## src/design/sisc_pkg.sv

```systemverilog
// Package for the safety input stage checker: payload structs, codes and
// register reset values. Used by the core and its checker; no dependencies.
`default_nettype none

package sisc_pkg;

  // Default number of stages and fixed register geometry.
  localparam int MAX_STAGES_DEF = 8;
  localparam int LEVEL_PAIRS    = 8;   // stage pairs held in expected_levels
  localparam int PAIR_IDX_W     = 3;
  localparam int CFG_DATA_W     = 20;
  localparam int CFG_IDX_W      = 2;
  localparam int LEVELS_W       = 16;
  localparam int COUNT_CFG_W    = 4;
  localparam int STABLE_W       = 16;
  localparam int TIMEOUT_W      = 20;
  localparam int STAGE_OUT_W    = 4;

  // Register reset values.
  localparam logic [LEVELS_W-1:0]    LEVELS_RST  = 16'd11822;
  localparam logic [COUNT_CFG_W-1:0] COUNT_RST   = 4'd7;
  localparam logic [STABLE_W-1:0]    STABLE_RST  = 16'd25;
  localparam logic [TIMEOUT_W-1:0]   TIMEOUT_RST = 20'd4500;

  // Configuration register indexes.
  typedef enum logic [CFG_IDX_W-1:0] {
    CFG_EXPECTED_LEVELS = 2'd0,
    CFG_STAGE_COUNT     = 2'd1,
    CFG_STABLE_TICKS    = 2'd2,
    CFG_TIMEOUT_TICKS   = 2'd3
  } cfg_reg_e;

  // Per-tick status codes.
  typedef enum logic [2:0] {
    ST_WAIT     = 3'd0,
    ST_PASSED   = 3'd1,
    ST_ALL      = 3'd2,
    ST_READFAIL = 3'd3,
    ST_TIMEOUT  = 3'd4,
    ST_HOLD     = 3'd5
  } status_e;

  // Overall run outcome.
  typedef enum logic [1:0] {
    RUN_GOING = 2'd0,
    RUN_PASS  = 2'd1,
    RUN_FAIL  = 2'd2
  } run_e;

  typedef struct packed {
    logic estop_level;
    logic enable_level;
    logic sample_valid;
  } in_item_t;

  typedef struct packed {
    logic [STAGE_OUT_W-1:0] current_stage;
    status_e                status;
    run_e                   final_result;
    logic                   levels_changed;
    logic                   levels_match;
  } out_item_t;

endpackage

`default_nettype wire

```

## src/design/safety_input_stage_checker_core.sv

```systemverilog
// Safety input stage checker core: walks expected e-stop/enable level pairs
// one poll tick at a time. Depends on sisc_pkg.
//
//  Channel  | Signals                                   | Direction
//  ---------+-------------------------------------------+----------
//  in       | in_valid_i, in_ready_o, in_data_i         | sink
//  out      | out_valid_o, out_ready_i, out_data_o      | source
//  cfg      | cfg_we_i, cfg_index_i, cfg_data_i         | sink
//
// Each tick yields one result, which appears in the result
// register the cycle after its transfer. A new tick is taken every cycle while
// the result register is empty or being drained, so the rate is one per cycle,
// set by the single stage update. Reset clears all run state and loads the
// register defaults. A stalled output blocks input only while the result
// register is full and not taken.
`default_nettype none

module safety_input_stage_checker_core
  import sisc_pkg::*;
#(
  parameter int MAX_STAGES = MAX_STAGES_DEF
) (
  input  wire logic                  clk_i,
  input  wire logic                  rst_ni,
  input  wire logic                  in_valid_i,
  output logic                       in_ready_o,
  input  wire in_item_t              in_data_i,
  output logic                       out_valid_o,
  input  wire logic                  out_ready_i,
  output out_item_t                  out_data_o,
  input  wire logic                  cfg_we_i,
  input  wire logic [CFG_IDX_W-1:0]  cfg_index_i,
  input  wire logic [CFG_DATA_W-1:0] cfg_data_i
);

  localparam int StageW = $clog2(MAX_STAGES + 1);

  // Configuration registers.
  logic [LEVELS_W-1:0]    levels_q;
  logic [COUNT_CFG_W-1:0] count_q;
  logic [STABLE_W-1:0]    stable_q;
  logic [TIMEOUT_W-1:0]   timeout_q;

  // Run state.
  logic [StageW-1:0]    stage_q, stage_d;
  logic [StageW-1:0]    held_q, held_d;
  logic [TIMEOUT_W-1:0] ticks_q, ticks_d;
  logic [STABLE_W-1:0]  run_cnt_q, run_cnt_d;
  logic                 in_run_q, in_run_d;
  logic                 have_prior_q, have_prior_d;
  logic                 prior_estop_q, prior_estop_d;
  logic                 prior_enable_q, prior_enable_d;
  run_e                 outcome_q, outcome_d;

  // Result register.
  logic      out_valid_q, out_valid_d;
  out_item_t out_q, out_d;

  logic                  accept;
  logic [StageW-1:0]     eff_count;
  logic [PAIR_IDX_W-1:0] pair_idx;
  logic [1:0]            pair;
  logic                  changed;
  logic                  match;
  logic [STABLE_W-1:0]   run_cnt_nxt;
  logic                  stage_pass;
  logic [StageW:0]       next_stage;

  assign in_ready_o  = !out_valid_q || out_ready_i;
  assign accept      = in_valid_i && in_ready_o;
  assign out_valid_o = out_valid_q;
  assign out_data_o  = out_q;

  // Configuration writes.
  always_ff @(posedge clk_i or negedge rst_ni) begin
    if (!rst_ni) begin
      levels_q  <= LEVELS_RST;
      count_q   <= COUNT_RST;
      stable_q  <= STABLE_RST;
      timeout_q <= TIMEOUT_RST;
    end else if (cfg_we_i) begin
      unique case (cfg_reg_e'(cfg_index_i))
        CFG_EXPECTED_LEVELS: levels_q  <= cfg_data_i[LEVELS_W-1:0];
        CFG_STAGE_COUNT:     count_q   <= cfg_data_i[COUNT_CFG_W-1:0];
        CFG_STABLE_TICKS:    stable_q  <= cfg_data_i[STABLE_W-1:0];
        CFG_TIMEOUT_TICKS:   timeout_q <= cfg_data_i[TIMEOUT_W-1:0];
        default: ;
      endcase
    end
  end

  // Stage count clamped into one to MAX_STAGES.
  always_comb begin
    if (count_q == '0) begin
      eff_count = StageW'(1);
    end else if (int'(count_q) > MAX_STAGES) begin
      eff_count = StageW'(MAX_STAGES);
    end else begin
      eff_count = StageW'(count_q);
    end
  end

  // Expected pair for the current stage; stages past the register read as low.
  assign pair_idx = PAIR_IDX_W'(stage_q);
  always_comb begin
    if (int'(stage_q) < LEVEL_PAIRS) begin
      pair = levels_q[{pair_idx, 1'b0} +: 2];
    end else begin
      pair = 2'b00;
    end
  end

  assign changed = !have_prior_q || (in_data_i.estop_level != prior_estop_q) ||
                   (in_data_i.enable_level != prior_enable_q);
  assign match   = (in_data_i.estop_level == pair[0]) && (in_data_i.enable_level == pair[1]);

  // Match run counter: restarts at zero on the first matching tick, saturates.
  always_comb begin
    if (!in_run_q) begin
      run_cnt_nxt = '0;
    end else if (run_cnt_q != '1) begin
      run_cnt_nxt = run_cnt_q + 1'b1;
    end else begin
      run_cnt_nxt = run_cnt_q;
    end
  end

  assign stage_pass = match && (run_cnt_nxt >= stable_q);
  assign next_stage = {1'b0, stage_q} + 1'b1;

  // Per-tick update of the run state and the result.
  always_comb begin
    stage_d        = stage_q;
    held_d         = held_q;
    ticks_d        = ticks_q;
    run_cnt_d      = run_cnt_q;
    in_run_d       = in_run_q;
    have_prior_d   = have_prior_q;
    prior_estop_d  = prior_estop_q;
    prior_enable_d = prior_enable_q;
    outcome_d      = outcome_q;

    out_d.current_stage  = STAGE_OUT_W'(stage_q);
    out_d.status         = ST_WAIT;
    out_d.final_result   = outcome_q;
    out_d.levels_changed = 1'b0;
    out_d.levels_match   = 1'b0;

    if (outcome_q != RUN_GOING) begin
      out_d.current_stage = STAGE_OUT_W'(held_q);
      out_d.status        = ST_HOLD;
    end else if (ticks_q >= timeout_q) begin
      out_d.status       = ST_TIMEOUT;
      outcome_d          = RUN_FAIL;
      out_d.final_result = RUN_FAIL;
      held_d             = stage_q;
    end else if (!in_data_i.sample_valid) begin
      out_d.status       = ST_READFAIL;
      outcome_d          = RUN_FAIL;
      out_d.final_result = RUN_FAIL;
      held_d             = stage_q;
    end else begin
      out_d.levels_changed = changed;
      out_d.levels_match   = match;
      if (stage_pass) begin
        // Stage passed: move on and clear the per-stage state.
        stage_d        = StageW'(next_stage);
        ticks_d        = '0;
        run_cnt_d      = '0;
        in_run_d       = 1'b0;
        have_prior_d   = 1'b0;
        prior_estop_d  = 1'b0;
        prior_enable_d = 1'b0;
        if (next_stage >= {1'b0, eff_count}) begin
          out_d.status        = ST_ALL;
          outcome_d           = RUN_PASS;
          out_d.final_result  = RUN_PASS;
          out_d.current_stage = STAGE_OUT_W'(eff_count);
          held_d              = eff_count;
        end else begin
          out_d.status = ST_PASSED;
        end
      end else begin
        prior_estop_d  = in_data_i.estop_level;
        prior_enable_d = in_data_i.enable_level;
        have_prior_d   = 1'b1;
        if (ticks_q != '1) begin
          ticks_d = ticks_q + 1'b1;
        end
        in_run_d  = match;
        run_cnt_d = match ? run_cnt_nxt : '0;
      end
    end
  end

  // Output register valid: set on a transfer in, cleared when taken.
  always_comb begin
    if (accept) begin
      out_valid_d = 1'b1;
    end else if (out_ready_i) begin
      out_valid_d = 1'b0;
    end else begin
      out_valid_d = out_valid_q;
    end
  end

  // Control state.
  always_ff @(posedge clk_i or negedge rst_ni) begin
    if (!rst_ni) begin
      stage_q        <= '0;
      held_q         <= '0;
      ticks_q        <= '0;
      run_cnt_q      <= '0;
      in_run_q       <= 1'b0;
      have_prior_q   <= 1'b0;
      prior_estop_q  <= 1'b0;
      prior_enable_q <= 1'b0;
      outcome_q      <= RUN_GOING;
      out_valid_q    <= 1'b0;
    end else begin
      out_valid_q <= out_valid_d;
      if (accept) begin
        stage_q        <= stage_d;
        held_q         <= held_d;
        ticks_q        <= ticks_d;
        run_cnt_q      <= run_cnt_d;
        in_run_q       <= in_run_d;
        have_prior_q   <= have_prior_d;
        prior_estop_q  <= prior_estop_d;
        prior_enable_q <= prior_enable_d;
        outcome_q      <= outcome_d;
      end
    end
  end

  // Result payload.
  always_ff @(posedge clk_i) begin
    if (accept) begin
      out_q <= out_d;
    end
  end

endmodule

`default_nettype wire

```

## config.mk

```make
export PLATFORM = sky130hd
export DESIGN_NAME = safety_input_stage_checker_core
export DESIGN_NICKNAME = d
export VERILOG_FILES = /design/src/design/sisc_pkg.sv /design/src/design/safety_input_stage_checker_core.sv
export SDC_FILE = /design/constraint.sdc
export NUM_CORES = 1
export LEC_CHECK = 0
export ABC_AREA = 1
export BUFFER_PORTS_ARGS = -buffer_cell sky130_fd_sc_hd__buf_2
export CAP_MARGIN = 20
export CORE_ASPECT_RATIO = 1.25
export CORE_MARGIN = 2
export CORE_UTILIZATION = 35
export CTS_BUF_LIST = sky130_fd_sc_hd__clkbuf_8 sky130_fd_sc_hd__clkbuf_16
export DETAILED_ROUTE_END_ITERATION = 10
export HOLD_SLACK_MARGIN = 0.12
export PLACE_DENSITY = 0.62
export SLEW_MARGIN = 40
export SYNTH_ARGS = -nofsm -noshare
export SYNTH_HDL_FRONTEND = slang
export SYNTH_SLANG_ARGS = --single-unit
export TNS_END_PERCENT = 1
```

## constraint.sdc

```tcl
create_clock -name clk_i -period 3.46 [get_ports clk_i]
set_input_delay 0 -clock clk_i [delete_from_list [all_inputs] [get_ports clk_i]]
set_output_delay 0 -clock clk_i [all_outputs]
set_load 0.03 [all_outputs]
```

# After elaboration in Yosys (flattened, before gate mapping)
# Index checks and enable logic that the tools add are counted.
# word_totals
inputBits	30
word_cells	101
register_bits	118
# op_classes
order_cmp	5
n_reduce_logical	24
addsub	3
bitwise	3
n_mux	34
n_eq_ne	11
shifts	1
# ops
operator	count
two-way mux 16 bit	4
two-way mux 20 bit	2
two-way mux 4 bit	10
adder 20 x 1 -> 20 bit (second input constant)	1
>= comparator 20 bit	1
!= test 20 bit (second input constant)	1
adder 16 x 1 -> 16 bit (second input constant)	1
>= comparator 16 bit	1
two-way mux 2 bit	8
!= test 16 bit (second input constant)	1
variable part select 16 x 5 -> 2 bit	1
two-way mux 5 bit	2
AND reduction 5 bit	2
two-way mux 9 bit	1
AND reduction 2 bit	4
AND reduction 4 bit	2
two-way mux 7 bit	1
two-way mux 1 bit	6
!= test 3 x 1 -> 1 bit (second input constant)	2
nonzero test 2 bit	3
adder 4 x 1 -> 5 bit (second input constant)	1
>= comparator 5 x 4 -> 1 bit	1
equality test 2 bit (second input constant)	2
greater-than comparator 4 bit (second input constant)	1
other kinds (13)	22

# Longest topological paths before layout
# logic_depth
ltp_word	9
depth_mapped	23

# Least setup slack after synthesis
# OpenSTA, ideal clock, no wires.
# synth_path
kind	reg-to-reg
start	register run_cnt_q[0]
end	register ticks_q[1]
required_time_ns	3.339
arrival_ns	2.767
path_buffers	1
stages_incl_launch_ff	23
slack_ns	0.572
path_cell_list	dfrtp_1 ha_1 and3_1 nand2_1 nor2_1 inv_1 nand2_1 a21oi_1 ha_1 inv_1 o21bai_1 nand2_1 nand2_1 nand2_1 nand2_1 nand2_1 nand3_1 nand3_4 nor2_8 inv_2 buf_6 nand3_1 o21ai_1
# synth_via
elab_chain_len	7
# synth_rtl
element	line	rtl
start: declaration	safety_input_stage_checker_core.sv:48	logic [STABLE_W-1:0] run_cnt_q, run_cnt_d;
start signal: assignment	safety_input_stage_checker_core.sv:226	run_cnt_q <= run_cnt_d;
adder 16 x 1 -> 16 bit / != test 16 bit (equally long branches)	safety_input_stage_checker_core.sv:122, safety_input_stage_checker_core.sv:121	
two-way mux 16 bit (*)	safety_input_stage_checker_core.sv:121	end else if (run_cnt_q != '1) begin
two-way mux 16 bit (*)	safety_input_stage_checker_core.sv:119	if (!in_run_q) begin
>= comparator 16 bit (*)	safety_input_stage_checker_core.sv:128	assign stage_pass = match && (run_cnt_nxt >= stable_q);
logical AND 1 bit (*)	safety_input_stage_checker_core.sv:128	
nonzero test 2 bit (no source line)	-	
AND reduction 5 bit (no source line)	-	
end signal: assignment	safety_input_stage_checker_core.sv:225	ticks_q <= ticks_d;
end: declaration	safety_input_stage_checker_core.sv:47	logic [TIMEOUT_W-1:0] ticks_q, ticks_d;
# Every way passes the cells marked *; elsewhere a longest branch is shown, timed or not.
# A chain may end at the register's enable or synchronous reset.

# Worst setup path in the final report
# layout_path
start	register run_cnt_q[1]
end	register out_q, in the netlist out_data_o[4] (data pin)
# layout_via
elab_chain_len	8
# layout_rtl
element	line	rtl
adder 16 x 1 -> 16 bit / != test 16 bit (equally long branches)	safety_input_stage_checker_core.sv:122, safety_input_stage_checker_core.sv:121	
two-way mux 16 bit (*)	safety_input_stage_checker_core.sv:121	
two-way mux 16 bit (*)	safety_input_stage_checker_core.sv:119	
>= comparator 16 bit (*)	safety_input_stage_checker_core.sv:128	
logical AND 1 bit (*)	safety_input_stage_checker_core.sv:128	
two-way mux 9 bit (*)	safety_input_stage_checker_core.sv:165	if (stage_pass) begin
two-way mux 5 bit (*)	safety_input_stage_checker_core.sv:157	end else if (!in_data_i.sample_valid) begin
two-way mux 5 bit (*)	safety_input_stage_checker_core.sv:152	end else if (ticks_q >= timeout_q) begin
end signal: assignment	safety_input_stage_checker_core.sv:239	out_q <= out_d;
end: declaration	safety_input_stage_checker_core.sv:57	out_item_t out_q, out_d;
# Marked as above.

==> results.txt <==
- STA classifies the critical path startpoint as a flop.
- For the pin with the worst max-slew slack, the measured transition is 0.7239 ns.
- The worst register-to-register path begins at run_cnt_q[1]$_DFFE_PN0P_.
* Yosys warning count: 0
- In this run the number of H-tree levels came out at 4.
- Share of flip-flops with an asynchronous set or reset after synthesis: 90.68%
- Net count after synthesis: 997
* Maximum number of pins on one net before global-route repair: 65
- Clock-pin slew was measured on the worst setup and hold paths at 0.05 ns.
- Placed instance area: 0.007591 sq mm
- Global-route wire length before repair: 30620 um
- Crit path from: run_cnt_q[1]$_DFFE_PN0P_
- Die Footprint: 0.02145 sq mm
- Diode count: 0
* Highest net fanout along the worst path: 7
- Class of the worst hold path: in -> async
- Buffers inserted during clock tree synthesis total 17.
- Power per cell area: 466.2 mW/mm^2
* Cell area after technology mapping: 0.007101 sq mm
- CTS tree: built
* Final count of pins violating max slew: 0
- Detailed-route wire length: 18010 um
- The number of placed instances, taps included, is 1219.
* Effective utilization at floorplan: 35.45%
- The count of final hold-check violations was 0.
* Number of detailed-routing iterations run before antenna repair: 5
- Sequential cells were found to cover 42.70% of the synthesized design area.
* Post-route minimum period: 3.239 ns
- CP endpoint kind: flop
- Summed over all nets, the half-perimeter wirelength after detailed placement is 13070 um.
- Crit-path slowest cell: dfrtp_1
- Detail-routed via count per cell: 4.877
* DRC errors left: 0
- Timing analysis after detailed placement gives a worst setup slack of 0.02151 ns.
* Skew final: 0.009940 ns
* WL per Instance: 14.10 um
- The core region is 0.02003 sq mm.
- Cell count of the worst reg-to-reg path: 16
- In this run the core area contains 58 standard-cell rows.
- Via count of the first global-routing pass: 6332
* I/O pin cnt: 43
* Global route overflow: 0
- Library cell appearing most often on the critical path: nand2_1
* Peak supply drop: 0.3217 mV
* Post-Synthesis Mean Instance Area: 7.685 sq um
- Share of the clock period used by the worst path: 93.60%
- At the end of the flow, the number of nets in the layout was 1067.
- In this run the horizontal extent of the chip is 131.4 um.
- Timing would allow up to 0.3088 GHz.
- For the final routed database, the setup TNS stands at 0 ns.
* Worst Slack Setup Final: 0.2214 ns
- The number of setup buffers added after CTS is 0.
- Total Routing Usage GR: 17.88%
- Req. time, crit path: 3.59 ns
- Final weighted congestion in routability-driven placement: 0.8742
* Worst setup path end: out_data_o[4]$_SDFFCE_PP1P_
- The first routing iteration left 303 violations.
* Share of the core filled with cells in the final layout: 42.58%
* Detailed-route via count: 6228
- Register bit count reported by yosys: 118
- Number of nets with antenna violations after routing: 0
- Area growth from synthesis to layout: 20.11%
* Buffers added on ports: 42
* Die span in y: 163.2 um
* Number of sinks handled by clock tree synthesis: 118
* Final Instance Count excl. Fillers: 1277
- The critical path goes through ha_2 -> and3_1 -> nand2_1 -> nor2_2 -> inv_1 -> a31oi_1 -> ha_1 -> a21oi_1 -> o21a_1 -> nand2_1 -> nand2_1 -> nand3_2 -> nand3_4 -> nor2_1 -> nor2_1 -> o21ai_0.
* Later-pin clock latency in the skew report: 0.42 ns
* Netlist cell types: 45
- Type of the worst setup path: reg -> reg
* Number of antenna violations at the first check in global routing: 0
* Reg2Reg Setup Slack: 0.22 ns
* Data arrival time of the critical path: 3.37 ns
- Number of instances in the synthesized netlist: 924
- Setup violations remaining at the end of the flow were counted as 0.
* Run status: finished clean
* Top FF cell, synth: dfrtp_1
- Final Instance Area: 0.008528 sq mm
- Headroom to the max-slew limit came out at 51.62%.
- Across the run, the number of max-cap violations was 0.
* End of the worst register-to-register path: out_data_o[4]$_SDFFCE_PP1P_
- Yosys mapped a number of flops with a built-in enable equal to 11.
* Max stage delay on crit path: 0.42 ns
- Clock root cell: clkbuf_16
- No sink is reached through more buffers than the 2 on the longest clock path.
* Static leakage power: 4.333 nW
- Ratio of cells with drive above 1 in the final layout: 13.31%
## worst min-delay path by stage
stage	to	slack, ns	cells after the start	startpoint
global route	count_q[2]$_DFFE_PN1P_	0.16	3	cfg_we_i
finish	run_cnt_q[15]$_DFFE_PN0P_	0.14	2	rst_ni
floorplan	count_q[3]$_DFFE_PN0P_	-0.30	0	rst_ni
global placement	run_cnt_q[15]$_DFFE_PN0P_	0.18	1	rst_ni
detailed placement	run_cnt_q[15]$_DFFE_PN0P_	0.05	1	rst_ni
CTS	timeout_q[12]$_DFFE_PN1P_	0.16	5	cfg_index_i[0]
## kinds of logic after synthesis
kind of cell | after synthesis | share of synthesized area [%]
AOI/OAI and AO/OA | 125 | 9.269
xor gates and xnor gates | 24 | 2.960
DFF | 118 | 42.70
buffers and inverters | 171 | 9.639
and+or+nand+nor | 443 | 27.86
adders and majority gates | 43 | 7.577
## synthesized netlist by cell type (6+ instances only)
library cell	n	share of area, %
ha_1	43	7.6
nand2_1	248	13
a21oi_1	21	1.5
clkbuf_1	12	0.63
o21ai_1	10	0.70
dfrtp_1	88	31
edfxtp_1	11	4.7
a31oi_1	6	0.53
inv_1	137	7.2
nand4_1	34	3.0
xor2_1	21	2.6
nor2_1	52	2.7
o21ai_0	78	5.5
nand3_1	75	5.3
dfstp_2	19	7.0
buf_2	6	0.42
nor3_1	10	0.70
## flip-flops by register name (all words and copies together), names as in the netlist
register / count
count_q: 4
have_prior_q: 1
held_q: 4
in_run_q: 1
levels_q: 16
out_data_o: 11
out_valid_o: 1
outcome_q: 2
prior_enable_q: 1
prior_estop_q: 1
run_cnt_q: 16
stable_q: 16
stage_q: 4
ticks_q: 20
timeout_q: 20
## final cells by class
cell class	count	area, sq um
clock inverter	15	188.9
fill	2056	11500
timing repair buffer	78	555.5
inverter	144	543.0
tap	270	337.8
clock buffer	17	425.4
sequential	118	3035
multi-input combinational	635	3442
## report_power, final
part,internal (mW),total (mW),switching (mW)
Clock,1.19,1.84,0.647
Combinational,0.196,0.524,0.329
Sequential,1.55,1.61,0.0644
## metrics by stage
step           hold slack [ns]  power [mW]
6_report                0.1387       3.976
5_1_grt                 0.1608       4.191
4_1_cts                 0.1611       4.010
3_5_place_dp           0.05364       2.129
3_3_place_gp            0.1756       2.114
2_1_floorplan          -0.2956       1.965
## repair_timing
action                                  CTS  global route
endpoints found under the setup margin    0            55
resized for setup                         0            17
hold endpoints to repair                122             0
hold buffers                             26             0
## worst max-delay path, delay by kind of cell, from the launching register on
family | cells | cell delay [ns]
and+or+nand+nor | 9 | 1.08
adders and majority gates | 2 | 0.56
buffers and inverters | 1 | 0.19
DFF | 1 | 0.42
AOI/OAI and AO/OA | 4 | 0.70
## layout by cell type (no fill, tap or decap), types with 4 or more instances in the layout
cell type	netlist	routed
inv_1	137	139
ha_1	43	42
nor2_1	52	49
o21ai_0	78	78
nand2_1	248	246
nor2_2	3	6
buf_4	5	9
edfxtp_1	11	11
nand4_1	34	34
buf_2	6	41
a31oi_1	6	4
xor2_1	21	21
nand2_2	3	5
inv_2	5	4
o21ai_1	10	10
clkinvlp_4	0	4
clkbuf_16	0	17
dfstp_2	19	19
bufinv_16	0	4
nor4_1	5	5
dfrtp_1	88	85
dlygate4sd3_1	0	26
a21oi_1	21	21
nor3_1	10	10
nand3_1	75	72
## routing by layer
layer,track usage (%),vias up,share of wire (%)
met1,20.04,2931,42
met5,0,-,0
met2,33.71,119,53
met4,6.374,0,2.0
met3,3.538,27,3.1
li1,-,3151,-
Power figures use the tool's default switching activity.
